<file path="config.mk">
export PLATFORM = sky130hd
export DESIGN_NAME = imhq_ram
export DESIGN_NICKNAME = d
export VERILOG_FILES = /design/src/rtl/core/imhq_ram.sv
export SDC_FILE = /design/constraint.sdc
export NUM_CORES = 1
export LEC_CHECK = 0
export BUFFER_PORTS_ARGS = -buffer_cell sky130_fd_sc_hd__buf_2
export CORE_MARGIN = 3
export CORE_UTILIZATION = 35
export DETAILED_ROUTE_END_ITERATION = 16
export SETUP_SLACK_MARGIN = 0.02
export SLEW_MARGIN = 20
export SYNTH_ARGS = -nofsm -noshare
export SYNTH_HDL_FRONTEND = slang
export SYNTH_SLANG_ARGS = --single-unit
</file>
<file path="constraint.sdc">
create_clock -name clk_i -period 2.06 [get_ports clk_i]
set_clock_uncertainty 0.05 [all_clocks]
set_input_delay 0 -clock clk_i [delete_from_list [all_inputs] [get_ports clk_i]]
set_output_delay 0 -clock clk_i [all_outputs]
set_load 0.05 [all_outputs]
</file>
<file path="src/rtl/core/imhq_ram.sv">
// generic single-port-write, single-read synchronous ram
// no dependencies
`default_nettype none
module imhq_ram #(
  parameter int unsigned Width = 8,
  parameter int unsigned Depth = 16
) (
  input  wire logic                     clk_i,
  input  wire logic                     we_i,
  input  wire logic [$clog2(Depth)-1:0] waddr_i,
  input  wire logic [Width-1:0]         wdata_i,
  input  wire logic [$clog2(Depth)-1:0] raddr_i,
  output      logic [Width-1:0]         rdata_o
);
  logic [Width-1:0] mem_q [Depth];

  always_ff @(posedge clk_i) begin
    if (we_i) begin
      mem_q[waddr_i] <= wdata_i;
    end
    rdata_o <= mem_q[raddr_i];
  end
endmodule
`default_nettype wire

</file>
==> flow_summary.toml <==
[status]
outcome = "finished, final reports clean"

[synthesis]
syn-num-nets = 247
syn_avg_cell_area_um2 = 22.48
synth-seq-cells = 136
postSynthCellCount = 229
syn-cell-area_mm2 = 0.005147
ys_types = 19
yosysTopAreaCellShare_pct = 74.67
synth_area_leader_cell = "edfxtp_1"
ys_seq_area_share_pct = 77.78
yosysWarnings = 0
yosys-top-cells-area = "edfxtp_1 75%, mux4_2 7.9%, mux4_1 7.1%"

[cts]
cts_sinks = 136
cts_buffer_depth = 2
postCtsSetupBuffers = 0
clk_pin_slew_worst_paths_ps = 60
cts_buffers = 17
htree_levels = 4
cts_tree = "built"
root_buffer = "clkbuf_16"
clock_latency_ps = 410

[route]
vias = 2392
initialDrtViolationCount = 140
avgViaCountPerCell = 4.952
wl_per_cell_um = 19.77
dr.pass1.iters = 6
drtAntennaViolNets = 0
drcViolationCount = 0
drt-total-wl_mm = 9.548

[grt]
grt-busiest-layer = "met2"
grt_pass1_wl_mm = 15.19
use_met1_pct = 17.96
grt-ovfl-total = 0
antenna_found_initial = 0
grtUsageMet3_pct = 3.930
grt_use_total_pct = 13.00
use_met2_pct = 19.45
grt_max_degree = 33
grt_pass1_vias = 2606

[floorplan]
die_h_um = 127.3
start_util_pct = 36.38
die_area_mm2 = 0.01620
core_area_mm2 = 0.01415
row_count = 43
io_pins = 26
dieWidth_um = 127.3

[critical_path]
crit_path_cell_trace = "mux4_1 > a22oi_1 > nand2_1"
crit_type = "register to register"
cp_max_fo = 1
crit_family = "multiplexers"
crit_path_end_kind = "register"
slowest_delay_ps = 510
arrival_ps = 1620
cp-start-kind = "register"
critPathRequiredTime_ps = 2290
slowest_stage = "mux4_1"
crit_buf_inv = 0

[pwr]
p_per_area_mw_per_mm2 = 1007
power.leakage_uw = 0.002110
ir_drop_mv = 0.5714

[cells_and_area]
fin_area_mm2 = 0.006212
drive_gt1_share_pct = 30.36
layout_commonest_cell = "edfxtp_1"
area_growth_pct = 20.69
antenna_cells = 0
mostFrequentLayoutCells = "128 x edfxtp_1, 25 x buf_2, 18 x mux4_2"
final_nets = 308

[timing]
slew_headroom_pct = 53.28
slew_violations = 0
final.period_utilization_pct = 67.79
tightest_slew_ps = 698.2
setup_viol = 0
hold_violations = 0
final.min_clock_period_ps = 1396
finalSetupTns_ps = 0
rsz0062_at_grt = "no"
fmax_ghz = 0.7161
setup_ws_ps = 663.6

[run]
cap_violations = 0

[placement]
placed_cell_area_mm2 = 0.005579
place_ws_ps = 525.6
io_buffers = 25
gp_congestion = 0.7086

[min_path]
hold_path.class = "input port to register"
## cells by family (layout without fill, tap and decap cells)
family	Yosys count	count (layout)	synth area share [%]
muxes	32	32	15.02
AOI/OAI and AO/OA	16	16	2.334
and+or+nand+nor	35	35	3.184
DFF	136	136	77.78
buffers and inverters	10	84	1.677
## area by class of cell
cell class                      count  area, um2
Clock buffer                       23      478.0
Timing Repair Buffer               52      372.9
Tap cell                          180      225.2
Fill cell                        1205       7938
Sequential cell                   136       4004
Clock inverter                      9      75.07
Multi-Input combinational cell     83       1057
## final timing paths
check	cells past startpoint	to	slack, ps	from
hold reg to reg	3	rdata_o[5]	620	mem_q[13][5]
setup / recovery	3	rdata_o[3]	660	mem_q[9][3]
hold / removal	3	mem_q[0][4]	90	waddr_i[0]
setup reg to reg	3	rdata_o[3]	660	mem_q[9][3]
## worst reg2reg max path, delay by kind of cell, from the launching register on
family          cells  cell delay, ps
compound gates      1             240
flops               1             360
mux                 1             510
simple gates        1             110
## layer usage
layer | share of wire [%] | up-vias | routed length (um)
met5 | 0 | - | 0
met3 | 5.7 | 11 | 541
met2 | 48 | 67 | 4609
met1 | 45 | 1216 | 4271
li1 | - | 1098 | -
met4 | 1.3 | 0 | 126
## synth_stat cells, drive strengths merged
cell	n
edfxtp	128
mux4	32
a22oi	16
nor2	13
nand2	9
dfxtp	8
buf	7
nor3	4
clkdlybuf4s25	3
nand2b	2
nand3b	2
and2	1
and2b	1
nand3	1
nor2b	1
or3b	1
## flip-flops by register name, indices dropped and copies added, names as in the netlist
signal / cells
mem_q: 128
rdata_o: 8
## stage by stage
stage | std cells | util, % | hold slack [ps] | total power (uW)
floorplan | 229 | - | 48.87 | 3386
global placement | 443 | 39.43 | 339.3 | 3511
finish | 483 | 43.90 | 89.76 | 6254
global route | 483 | 43.90 | 112.9 | 6472
CTS | 483 | 43.90 | 73.58 | 6317
detailed placement | 443 | 39.43 | 348.0 | 3518
## power breakdown
group	switching (uW)	leakage, uW	internal [uW]
Combinational	218	0.000614	135
Clock	1050	0.000272	1740
Sequential	18.2	0.00122	3100
Total	1280	0.00211	4970
## timing repair
action	CTS	global route
hold buffers	8	0
hold endpoints to repair	128	0
resized for setup	0	0
No activity file was read; power rests on OpenSTA's default activity.
