## src/rtl/core/imhq_pkg.sv

```systemverilog
// shared types and codes of the indexed min-heap queue
// no dependencies
`default_nettype none
package imhq_pkg;
  typedef enum logic [1:0] {
    CMD_INSERT = 2'd0,
    CMD_REMOVE = 2'd1,
    CMD_UPDATE = 2'd2,
    CMD_QUERY  = 2'd3
  } cmd_e;

  typedef enum logic [2:0] {
    ST_OK       = 3'd0,
    ST_FULL     = 3'd1,
    ST_BAD_ID   = 3'd2,
    ST_PRESENT  = 3'd3,
    ST_ABSENT   = 3'd4,
    ST_EMPTY    = 3'd5
  } status_e;

  localparam int unsigned IdBits   = 11;
  localparam int unsigned PrioBits = 32;
  localparam int unsigned StatBits = 3;
  localparam logic [IdBits-1:0] CapReset = 11'd1024;
endpackage
`default_nettype wire

```

## src/rtl/core/imhq_ctrl.sv

```systemverilog
// sequencer of the heap: command checks, sift-up and sift-down walks
// depends on imhq_pkg and two imhq_ram instances in the top level
`default_nettype none
module imhq_ctrl #(
  parameter int unsigned MaxElements  = 1024,
  parameter int unsigned PriorityBits = 32
) (
  input  wire logic                                   clk_i,
  input  wire logic                                   rst_ni,
  input  wire logic [imhq_pkg::IdBits-1:0]            cap_i,
  input  wire logic                                   in_valid,
  output      logic                                   in_stall,
  input  wire logic [1:0]                             cmd_i,
  input  wire logic [imhq_pkg::IdBits-1:0]            id_i,
  input  wire logic [imhq_pkg::PrioBits-1:0]          prio_i,
  output      logic                                   out_valid,
  input  wire logic                                   out_stall,
  output      logic [imhq_pkg::StatBits-1:0]          status_o,
  output      logic [imhq_pkg::IdBits-1:0]            top_id_o,
  output      logic [imhq_pkg::PrioBits-1:0]          top_prio_o,
  output      logic [imhq_pkg::IdBits-1:0]            count_o,
  output      logic                                   busy_o,
  output      logic                                   found_o,
  output      logic [imhq_pkg::PrioBits-1:0]          elem_prio_o,
  // heap slot memory
  output      logic                                   hp_we_o,
  output      logic [$clog2(MaxElements+1)-1:0]       hp_waddr_o,
  output      logic [$clog2(MaxElements+1)+PriorityBits-1:0] hp_wdata_o,
  output      logic [$clog2(MaxElements+1)-1:0]       hp_raddr_o,
  input  wire logic [$clog2(MaxElements+1)+PriorityBits-1:0] hp_rdata_i,
  // position map memory
  output      logic                                   pm_we_o,
  output      logic [$clog2(MaxElements+1)-1:0]       pm_waddr_o,
  output      logic [$clog2(MaxElements+1)-1:0]       pm_wdata_o,
  output      logic [$clog2(MaxElements+1)-1:0]       pm_raddr_o,
  input  wire logic [$clog2(MaxElements+1)-1:0]       pm_rdata_i
);
  import imhq_pkg::*;

  localparam int unsigned AW = $clog2(MaxElements + 1);
  localparam int unsigned PW = PriorityBits;
  localparam int unsigned DW = AW + PW;
  localparam logic [AW-1:0] MaxCnt = AW'(MaxElements);

  typedef enum logic [13:0] {
    S_IDLE  = 14'h0001,
    S_CLR   = 14'h0002,
    S_LOOK  = 14'h0004,
    S_CHECK = 14'h0008,
    S_UPRD  = 14'h0010,
    S_UPCMP = 14'h0020,
    S_DNRDL = 14'h0040,
    S_DNRDR = 14'h0080,
    S_DNCMP = 14'h0100,
    S_TOPRD = 14'h0200,
    S_TOPW  = 14'h0400,
    S_QPM   = 14'h0800,
    S_QRD   = 14'h1000,
    S_OUT   = 14'h2000
  } state_e;

  state_e          state_q, state_d;
  logic [AW-1:0]   clr_q, clr_d;
  logic [AW-1:0]   cnt_q, cnt_d;
  logic [1:0]      cmd_q, cmd_d;
  logic [AW-1:0]   id_q, id_d;
  logic [PW-1:0]   key_q, key_d;
  logic [StatBits-1:0] st_q, st_d;
  logic [AW-1:0]   pos_q, pos_d;     // slot of the moving entry
  logic [AW-1:0]   mid_q, mid_d;     // id of the moving entry
  logic [DW-1:0]   lft_q, lft_d;     // left child contents
  logic [DW-1:0]   tmp_q, tmp_d;
  logic [AW-1:0]   top_id_q, top_id_d;
  logic [PW-1:0]   top_k_q, top_k_d;
  logic            fnd_q, fnd_d;
  logic [PW-1:0]   ek_q, ek_d;
  logic            ov_q, ov_d;

  logic [AW-1:0] cap_eff;
  logic          id_ok;
  logic [AW-1:0] rd_id;
  logic [PW-1:0] rd_key;
  logic [AW:0]   lc, rc;

  assign cap_eff = (32'(cap_i) > MaxElements) ? MaxCnt : AW'(cap_i);
  assign id_ok   = (id_q != '0) && (id_q <= cap_eff);
  assign rd_id   = hp_rdata_i[DW-1:PW];
  assign rd_key  = hp_rdata_i[PW-1:0];
  assign lc      = {pos_q, 1'b0};
  assign rc      = {pos_q, 1'b1};

  function automatic logic lt(input logic [PW-1:0] a, input logic [PW-1:0] b);
    lt = $signed(a) < $signed(b);
  endfunction

  // a waiting result holds off the next transaction
  assign in_stall  = (state_q != S_IDLE) || ov_q;
  assign out_valid = ov_q;
  assign busy_o    = (state_q != S_IDLE);
  assign status_o  = st_q;
  assign top_id_o  = IdBits'(top_id_q);
  assign top_prio_o = 32'($signed(top_k_q));
  assign count_o   = IdBits'(cnt_q);
  assign found_o   = fnd_q;
  assign elem_prio_o = 32'($signed(ek_q));

  always_comb begin
    state_d = state_q; clr_d = clr_q; cnt_d = cnt_q; cmd_d = cmd_q; id_d = id_q;
    key_d = key_q; st_d = st_q; pos_d = pos_q; mid_d = mid_q; lft_d = lft_q;
    tmp_d = tmp_q; top_id_d = top_id_q; top_k_d = top_k_q; fnd_d = fnd_q;
    ek_d = ek_q; ov_d = ov_q;
    hp_we_o = 1'b0; hp_waddr_o = pos_q; hp_wdata_o = {mid_q, key_q};
    hp_raddr_o = pos_q; pm_we_o = 1'b0; pm_waddr_o = mid_q; pm_wdata_o = pos_q;
    pm_raddr_o = id_q;
    if (ov_q && !out_stall) ov_d = 1'b0;
    unique case (state_q)
      S_CLR: begin
        pm_we_o = 1'b1; pm_waddr_o = clr_q; pm_wdata_o = '0;
        clr_d = clr_q + 1'b1;
        if (clr_q == MaxCnt) state_d = S_IDLE;
      end
      S_IDLE: begin
        if (in_valid && !ov_q) begin
          cmd_d = cmd_i;
          id_d  = (32'(id_i) > MaxElements) ? '0 : AW'(id_i);
          key_d = PW'($signed(prio_i));
          pm_raddr_o = (32'(id_i) > MaxElements) ? '0 : AW'(id_i);
          state_d = S_LOOK;
        end
      end
      S_LOOK: state_d = S_CHECK; // position map read under way
      S_CHECK: begin
        // pm_rdata_i holds slot of id_q
        tmp_d[AW-1:0] = pm_rdata_i;
        st_d = ST_OK;
        state_d = S_QPM;
        unique case (cmd_e'(cmd_q))
          CMD_INSERT: begin
            if (!id_ok) st_d = ST_BAD_ID;
            else if (pm_rdata_i != '0 && pm_rdata_i <= cnt_q) st_d = ST_PRESENT;
            else if (cnt_q >= cap_eff) st_d = ST_FULL;
            else begin
              cnt_d = cnt_q + 1'b1;
              pos_d = cnt_q + 1'b1; mid_d = id_q;
              state_d = S_UPRD;
            end
          end
          CMD_REMOVE: begin
            if (cnt_q == '0) st_d = ST_EMPTY;
            else begin
              pos_d = cnt_q; state_d = S_TOPRD;
            end
          end
          CMD_UPDATE: begin
            if (!id_ok) st_d = ST_BAD_ID;
            else if (!(pm_rdata_i != '0 && pm_rdata_i <= cnt_q)) st_d = ST_ABSENT;
            else begin
              pos_d = pm_rdata_i; mid_d = id_q;
              state_d = S_UPRD;
            end
          end
          default: begin
            if (!id_ok) st_d = ST_BAD_ID;
            else if (!(pm_rdata_i != '0 && pm_rdata_i <= cnt_q)) st_d = ST_ABSENT;
          end
        endcase
      end
      S_UPRD: begin
        if (cmd_q == CMD_UPDATE) begin
          // old key at the slot decides the direction
          hp_raddr_o = pos_q;
          state_d = S_UPCMP;
        end else if (pos_q == AW'(1)) begin
          hp_we_o = 1'b1; pm_we_o = 1'b1;
          state_d = S_QPM;
        end else begin
          hp_raddr_o = pos_q >> 1;
          state_d = S_UPCMP;
        end
      end
      S_UPCMP: begin
        if (cmd_q == CMD_UPDATE) begin
          // rdata is old entry at pos; decide direction
          cmd_d = lt(key_q, rd_key) ? CMD_INSERT : CMD_REMOVE;
          state_d = lt(key_q, rd_key) ? S_UPRD : S_DNRDL;
          if (!lt(key_q, rd_key)) hp_raddr_o = lc[AW-1:0];
        end else if (lt(key_q, rd_key)) begin
          // move parent down into pos
          hp_we_o = 1'b1; hp_wdata_o = hp_rdata_i;
          pm_we_o = 1'b1; pm_waddr_o = rd_id; pm_wdata_o = pos_q;
          pos_d = pos_q >> 1;
          state_d = S_UPRD;
        end else begin
          hp_we_o = 1'b1; pm_we_o = 1'b1;
          state_d = S_QPM;
        end
      end
      S_TOPRD: begin
        // read last entry; S_TOPW clears the map of the top
        hp_raddr_o = cnt_q;
        state_d = S_TOPW;
        tmp_d = '0;
      end
      S_TOPW: begin
        if (tmp_q[0] == 1'b0) begin
          // first pass: last entry captured, now read top
          mid_d = rd_id; key_d = rd_key;
          hp_raddr_o = AW'(1);
          tmp_d[0] = 1'b1;
        end else begin
          pm_we_o = 1'b1; pm_waddr_o = rd_id; pm_wdata_o = '0;
          cnt_d = cnt_q - 1'b1;
          pos_d = AW'(1);
          if (cnt_q == AW'(1)) state_d = S_QPM;
          else begin
            hp_raddr_o = AW'(2);
            state_d = S_DNRDL;
          end
        end
      end
      S_DNRDL: begin
        // left child is in, issue right; with no left child the entry settles here
        lft_d = hp_rdata_i;
        if (lc > (AW+1)'(cnt_q)) begin
          hp_we_o = 1'b1; pm_we_o = 1'b1;
          state_d = S_QPM;
        end else begin
          hp_raddr_o = rc[AW-1:0];
          state_d = S_DNRDR;
        end
      end
      S_DNRDR: begin
        // keep the right child on the read port for the compare
        hp_raddr_o = rc[AW-1:0];
        state_d = S_DNCMP;
      end
      S_DNCMP: begin
        logic          use_r;
        logic [DW-1:0] ch;
        logic [AW-1:0] cpos;
        use_r = (rc <= (AW+1)'(cnt_q)) && !lt(lft_q[PW-1:0], rd_key);
        ch    = use_r ? hp_rdata_i : lft_q;
        cpos  = use_r ? rc[AW-1:0] : lc[AW-1:0];
        if (lt(ch[PW-1:0], key_q)) begin
          hp_we_o = 1'b1; hp_wdata_o = ch;
          pm_we_o = 1'b1; pm_waddr_o = ch[DW-1:PW]; pm_wdata_o = pos_q;
          pos_d = cpos;
          hp_raddr_o = AW'({cpos, 1'b0});
          state_d = S_DNRDL;
        end else begin
          hp_we_o = 1'b1; pm_we_o = 1'b1;
          state_d = S_QPM;
        end
      end
      S_QPM: begin
        pm_raddr_o = id_q;
        hp_raddr_o = AW'(1);
        tmp_d = '0;
        state_d = S_QRD;
      end
      S_QRD: begin
        if (tmp_q[0] == 1'b0) begin
          // top entry and map slot are in
          top_id_d = (cnt_q == '0) ? '0 : rd_id;
          top_k_d  = (cnt_q == '0) ? '0 : rd_key;
          tmp_d[AW:1] = pm_rdata_i;
          hp_raddr_o = pm_rdata_i;
          tmp_d[0] = 1'b1;
          fnd_d = id_ok && pm_rdata_i != '0 && pm_rdata_i <= cnt_q;
        end else begin
          ek_d = fnd_q ? rd_key : '0;
          state_d = S_OUT;
        end
      end
      S_OUT: begin
        ov_d = 1'b1;
        state_d = S_IDLE;
      end
      default: state_d = S_IDLE;
    endcase
  end

  always_ff @(posedge clk_i or negedge rst_ni) begin
    if (!rst_ni) begin
      state_q <= S_CLR; clr_q <= '0; cnt_q <= '0; ov_q <= 1'b0;
    end else begin
      state_q <= state_d; clr_q <= clr_d; cnt_q <= cnt_d; ov_q <= ov_d;
    end
  end

  always_ff @(posedge clk_i) begin
    cmd_q <= cmd_d; id_q <= id_d; key_q <= key_d; st_q <= st_d; pos_q <= pos_d;
    mid_q <= mid_d; lft_q <= lft_d; tmp_q <= tmp_d; top_id_q <= top_id_d;
    top_k_q <= top_k_d; fnd_q <= fnd_d; ek_q <= ek_d;
  end
endmodule
`default_nettype wire

```

## config.mk

```make
export PLATFORM = sky130hd
export DESIGN_NAME = imhq_ctrl
export DESIGN_NICKNAME = d
export VERILOG_FILES = /design/src/rtl/core/imhq_pkg.sv /design/src/rtl/core/imhq_ctrl.sv
export SDC_FILE = /design/constraint.sdc
export NUM_CORES = 1
export LEC_CHECK = 0
export ABC_AREA = 1
export ABC_CLOCK_PERIOD_IN_PS = 5100
export BUFFER_PORTS_ARGS = -buffer_cell sky130_fd_sc_hd__buf_2
export CAP_MARGIN = 20
export CORE_MARGIN = 8
export CORE_UTILIZATION = 32
export DETAILED_ROUTE_END_ITERATION = 6
export GPL_TIMING_DRIVEN = 0
export MAX_ROUTING_LAYER = met4
export PLACE_DENSITY = 0.51
export SYNTH_ARGS = -nofsm -noshare
export SYNTH_HDL_FRONTEND = slang
export SYNTH_SLANG_ARGS = --single-unit
```

## constraint.sdc

```tcl
create_clock -name clk_i -period 5.1 [get_ports clk_i]
set_input_delay 0.51 -clock clk_i [delete_from_list [all_inputs] [get_ports clk_i]]
set_output_delay 0.51 -clock clk_i [all_outputs]
set_load 0.01 [all_outputs]
```

==> metrics.txt <==
# TYPE chip_impl_metric gauge
chip_impl_metric{name="wire_per_inst",unit="um"} 21.7
chip_impl_metric{name="syn-cell-area",unit="sq um"} 16800
chip_impl_metric{name="clk_latency",unit="ns"} 0.57
chip_impl_metric{name="clock-skew-final",unit="ns"} 0.0138
chip_impl_info{name="crit_path_end_kind",value="primary output"} 1
chip_impl_metric{name="grt_first_pass_wirelength",unit="um"} 108000
chip_impl_metric{name="vias_per_cell",unit=""} 5.33
chip_impl_metric{name="final.fill_count",unit=""} 5341
chip_impl_metric{name="synth-async-reset-ratio",unit="%"} 16.3
chip_impl_metric{name="post_route_cells_drive_above_1_share",unit="%"} 25.0
chip_impl_info{name="start_kind",value="register"} 1
chip_impl_info{name="crit_path_start",value="count_o[10]"} 1
chip_impl_metric{name="yosys_register_bits",unit=""} 227
chip_impl_metric{name="antenna_found_initial",unit=""} 2
chip_impl_metric{name="layout_area_overhead",unit="%"} 33.0
chip_impl_metric{name="area_of_the_placeable_core",unit="sq um"} 52300
chip_impl_metric{name="floorplan.io_pins",unit=""} 307
chip_impl_metric{name="timing.final.ws_setup",unit="ns"} -0.580
chip_impl_metric{name="clk_pin_slew_worst_paths",unit="ns"} 0.06
chip_impl_metric{name="synthesis.nets",unit=""} 2479
chip_impl_metric{name="place.port_buffers",unit=""} 306
chip_impl_info{name="status",value="finished with violations"} 1
chip_impl_metric{name="fmax",unit="MHz"} 176
chip_impl_info{name="clock-root-buffer",value="sky130_fd_sc_hd__clkbuf_16"} 1
chip_impl_metric{name="fin_crit_sh",unit="%"} 111
chip_impl_metric{name="grt_residual_overflow",unit=""} 0
chip_impl_metric{name="grt_start_max_net_pins",unit=""} 38
chip_impl_metric{name="ant_nets",unit=""} 0
chip_impl_info{name="synth_largest_area_cell",value="sky130_fd_sc_hd__edfxtp_1"} 1
chip_impl_metric{name="synth.mux.area_fraction",unit="%"} 0
chip_impl_metric{name="slew-limit-headroom",unit="%"} 23.8
chip_impl_info{name="crit_path_frequent_cell",value="sky130_fd_sc_hd__buf_6"} 1
chip_impl_info{name="prevailing_post_synth_register_cell",value="sky130_fd_sc_hd__edfxtp_1"} 1
chip_impl_metric{name="final_hold_vio_count",unit=""} 0
chip_impl_metric{name="placement_rows",unit=""} 84
chip_impl_metric{name="max-vdd-ir-drop",unit="mV"} 0.225
chip_impl_metric{name="synth_compound_area_share",unit="%"} 15.0
chip_impl_metric{name="vias",unit=""} 17800
chip_impl_info{name="cts_tree",value="yes"} 1
chip_impl_metric{name="die-height",unit="um"} 245
chip_impl_metric{name="final_max_slew_viol_count",unit=""} 0
chip_impl_metric{name="floorplan.die.width",unit="um"} 245
chip_impl_metric{name="synthXorXnorAreaFrac",unit="%"} 1.30
chip_impl_metric{name="gpl.final_weighted_congestion",unit=""} 0.962
chip_impl_info{name="main_combinational_cell_family_by_area_after_synthesis",value="simple AND/OR/NAND/NOR gates"} 1
chip_impl_metric{name="postSynthAreaPerCell",unit="sq um"} 7.60
chip_impl_info{name="worstHoldPathType",value="primary input to async pin"} 1
chip_impl_metric{name="p_leak",unit="nW"} 10.3
chip_impl_metric{name="grt.total_usage",unit="%"} 23.5
chip_impl_metric{name="synth.top_cell.area_share",unit="%"} 31.9
chip_impl_metric{name="tightestPinTransition",unit="ns"} 1.14
chip_impl_info{name="synthTopCellsByArea",value="sky130_fd_sc_hd__edfxtp_1, sky130_fd_sc_hd__nand2_1, sky130_fd_sc_hd__ha_1"} 1
chip_impl_info{name="unrepaired_setup_endpoints_after_global_routing",value="yes"} 1
chip_impl_metric{name="worstPathArrival",unit="ns"} 5.17
chip_impl_info{name="worst_r2r_startpoint",value="count_o[10]"} 1
chip_impl_metric{name="synth_enable_flop_cells",unit=""} 179
chip_impl_metric{name="tritoncts.num_buffers",unit=""} 28
chip_impl_metric{name="postSynthCellCount",unit=""} 2218
chip_impl_metric{name="place.detailed.instances",unit=""} 3218
chip_impl_metric{name="synth-warning-count",unit=""} 0
chip_impl_metric{name="post_detail_place_hpwl",unit="um"} 55100
chip_impl_metric{name="worstPathRequired",unit="ns"} 4.59
chip_impl_info{name="violations",value="setup timing"} 1
chip_impl_metric{name="final_net_count",unit=""} 2894
chip_impl_metric{name="numClockSinks",unit=""} 227
chip_impl_metric{name="violation_count_after_the_first_detailed_route_iteration",unit=""} 1397
chip_impl_metric{name="cts-root-to-sink-buffers",unit=""} 3
chip_impl_metric{name="start_util",unit="%"} 32.2
chip_impl_metric{name="fin_crit",unit="ns"} 5.68
chip_impl_metric{name="clock_tree.htree_level_count",unit=""} 1
chip_impl_metric{name="worstPathMaxFanout",unit=""} 7
chip_impl_metric{name="residual_drc_count",unit=""} 0
chip_impl_metric{name="setup_violators_final",unit=""} 65
chip_impl_info{name="critPathSlowestCell",value="sky130_fd_sc_hd__dfrtp_2"} 1
chip_impl_metric{name="fin_worst_hold_slack",unit="ns"} 0.0777
chip_impl_info{name="worstSetupPathType",value="register to primary output"} 1
chip_impl_metric{name="synth-simple-area-share",unit="%"} 25.2
chip_impl_metric{name="ys_seq_area_share",unit="%"} 38.7
chip_impl_metric{name="synth_cell_type_count",unit=""} 57
chip_impl_metric{name="totalWireLength",unit="um"} 72600
chip_impl_metric{name="via_count_of_the_first_global_routing_pass",unit=""} 17500
chip_impl_metric{name="layoutNonFillerInstCount",unit=""} 3345
chip_impl_metric{name="detail_route.first_pass.iterations",unit=""} 6
chip_impl_metric{name="post_synth_fa_ha_maj_area_fraction",unit="%"} 10.9
chip_impl_metric{name="reg2reg_depth",unit=""} 31
chip_impl_metric{name="die-area",unit="sq um"} 60300
chip_impl_metric{name="power_per_cell_area",unit="nW/um^2"} 379
chip_impl_metric{name="critical-path-max-stage-delay",unit="ns"} 0.41
chip_impl_metric{name="maxCapViolations",unit=""} 0
## critical path, delay by kind of cell (launching register included)
kind,cells,cell delay [ns]
buffers and inverters,10,1.23
AO/OA/AOI/OAI,5,1.08
flip-flops,1,0.41
adder cells (fa/ha/maj),2,0.60
AND/OR/NAND/NOR,14,1.24
## layout by cell type, fill, tap and decap left out, types with 7 or more instances in the layout
cell | Yosys | layout
sky130_fd_sc_hd__o211ai_1 | 46 | 46
sky130_fd_sc_hd__a211oi_1 | 10 | 8
sky130_fd_sc_hd__inv_2 | 6 | 10
sky130_fd_sc_hd__dfrtp_1 | 36 | 26
sky130_fd_sc_hd__nand2_1 | 578 | 530
sky130_fd_sc_hd__nor2_1 | 165 | 159
sky130_fd_sc_hd__ha_1 | 147 | 133
sky130_fd_sc_hd__nand4_1 | 34 | 34
sky130_fd_sc_hd__buf_2 | 15 | 283
sky130_fd_sc_hd__edfxtp_1 | 179 | 179
sky130_fd_sc_hd__clkinv_1 | 11 | 10
sky130_fd_sc_hd__nor3_1 | 28 | 28
sky130_fd_sc_hd__nand2_4 | 2 | 22
sky130_fd_sc_hd__a21oi_1 | 100 | 92
sky130_fd_sc_hd__a31oi_1 | 7 | 7
sky130_fd_sc_hd__buf_4 | 2 | 64
sky130_fd_sc_hd__ha_4 | 0 | 12
sky130_fd_sc_hd__dfrtp_2 | 0 | 10
sky130_fd_sc_hd__nand2_2 | 6 | 32
sky130_fd_sc_hd__nor4_1 | 28 | 26
sky130_fd_sc_hd__o2111ai_1 | 9 | 9
sky130_fd_sc_hd__buf_6 | 2 | 40
sky130_fd_sc_hd__o221ai_1 | 18 | 16
sky130_fd_sc_hd__o21ai_1 | 8 | 14
sky130_fd_sc_hd__xor2_1 | 24 | 24
sky130_fd_sc_hd__buf_1 | 8 | 8
sky130_fd_sc_hd__clkbuf_16 | 0 | 35
sky130_fd_sc_hd__o21ai_0 | 192 | 166
sky130_fd_sc_hd__clkbuf_1 | 55 | 53
sky130_fd_sc_hd__dfxtp_1 | 11 | 11
sky130_fd_sc_hd__o22ai_1 | 13 | 13
sky130_fd_sc_hd__inv_1 | 291 | 277
sky130_fd_sc_hd__buf_12 | 0 | 14
sky130_fd_sc_hd__o21ai_2 | 0 | 17
sky130_fd_sc_hd__nand3_1 | 138 | 91
sky130_fd_sc_hd__nand3_2 | 3 | 42
sky130_fd_sc_hd__nand3_4 | 0 | 8
sky130_fd_sc_hd__clkinvlp_4 | 0 | 10
## synthesized netlist by cell type, drive strengths merged (7+ instances only)
master and number:
nor2 171, dfxtp 11, o21ai 200, clkbuf 55
xor2 24, nand2 586, nand3 141, edfxtp 179
nand4 34, dfrtp 36, o22ai 13, o211ai 46
inv 297, buf 27, a21oi 100, o2111ai 9
clkinv 11, a31oi 7, a211oi 10, nor4 28
o221ai 18, nor3 32, ha 147
## registers in the layout, indices dropped and copies added, names as in the netlist, 14 cells and up
name         cells
elem_prio_o     32
top_prio_o      32
key_q           32
lft_q           43
state_q         14
## layout make-up
cell class | instances | area, sq um | area share [%]
antenna | 2 | 5.00 | 0.0223
inverter | 308 | 1190 | 5.33
timing repair buffer | 386 | 2520 | 11.3
clock buffer | 37 | 787 | 3.51
tap | 688 | 861 | 3.84
buffer | 81 | 537 | 2.40
clock inverter | 15 | 189 | 0.843
multi-input combinational | 1601 | 9780 | 43.6
sequential | 227 | 6540 | 29.2
## power breakdown
part	leakage (nW)	internal, mW	total [mW]	switching [mW]
clock	0.467	1.29	2.15	0.856
sequential	2.19	2.25	2.53	0.274
combinational	7.66	1.43	3.82	2.39
## cells by family after synthesis
kind of cell / count (synthesis)
adder cells (fa/ha/maj): 147
buffers and inverters: 390
XOR/XNOR: 25
AND/OR/NAND/NOR: 999
AO/OA/AOI/OAI: 430
flip-flops: 227
## path summary, 6_finish.rpt
check,endpoint,slack (ns)
setup / recovery,hp_raddr_o[10],-0.58
hold / removal,count_o[9],0.08
setup reg to reg,hp_waddr_o[0],0.20
hold reg to reg,clr_q[7],0.51
max in group asynchronous,count_o[1],4.37
min in group clk_i,lft_q[32],0.14
## routing by layer
| metal | routed length [um] | vias to the layer above | track usage (%) |
|---|---|---|---|
| li1 | - | 8416 | - |
| met4 | 1900 | 0 | 6.15 |
| met3 | 5120 | 117 | 3.38 |
| met5 | 0 | - | - |
| met2 | 33700 | 688 | 38.2 |
| met1 | 31800 | 8596 | 30.6 |
## stage by stage
step	util, %	area [sq um]	TNS (ns)	setup slack, ns	power (mW)
global placement	36.8	19200	-169.62	-2.41	5.59
detailed placement	37.0	19400	-127.56	-1.89	5.66
CTS	41.0	21400	-44.80	-0.775	8.19
finish	42.8	22400	-30.71	-0.580	8.49
global route	42.8	22400	-43.24	-0.769	8.96
floorplan	-	16800	0	0.266	4.43
## repair_timing
item	4_1_cts	5_1_grt
setup buffers	43	29
endpoints found under the setup margin	78	76
gates resized for setup	177	167
pin swaps	39	60
hold buffers	0	0
cloned	2	2
No activity file was read; power rests on OpenSTA's default activity.
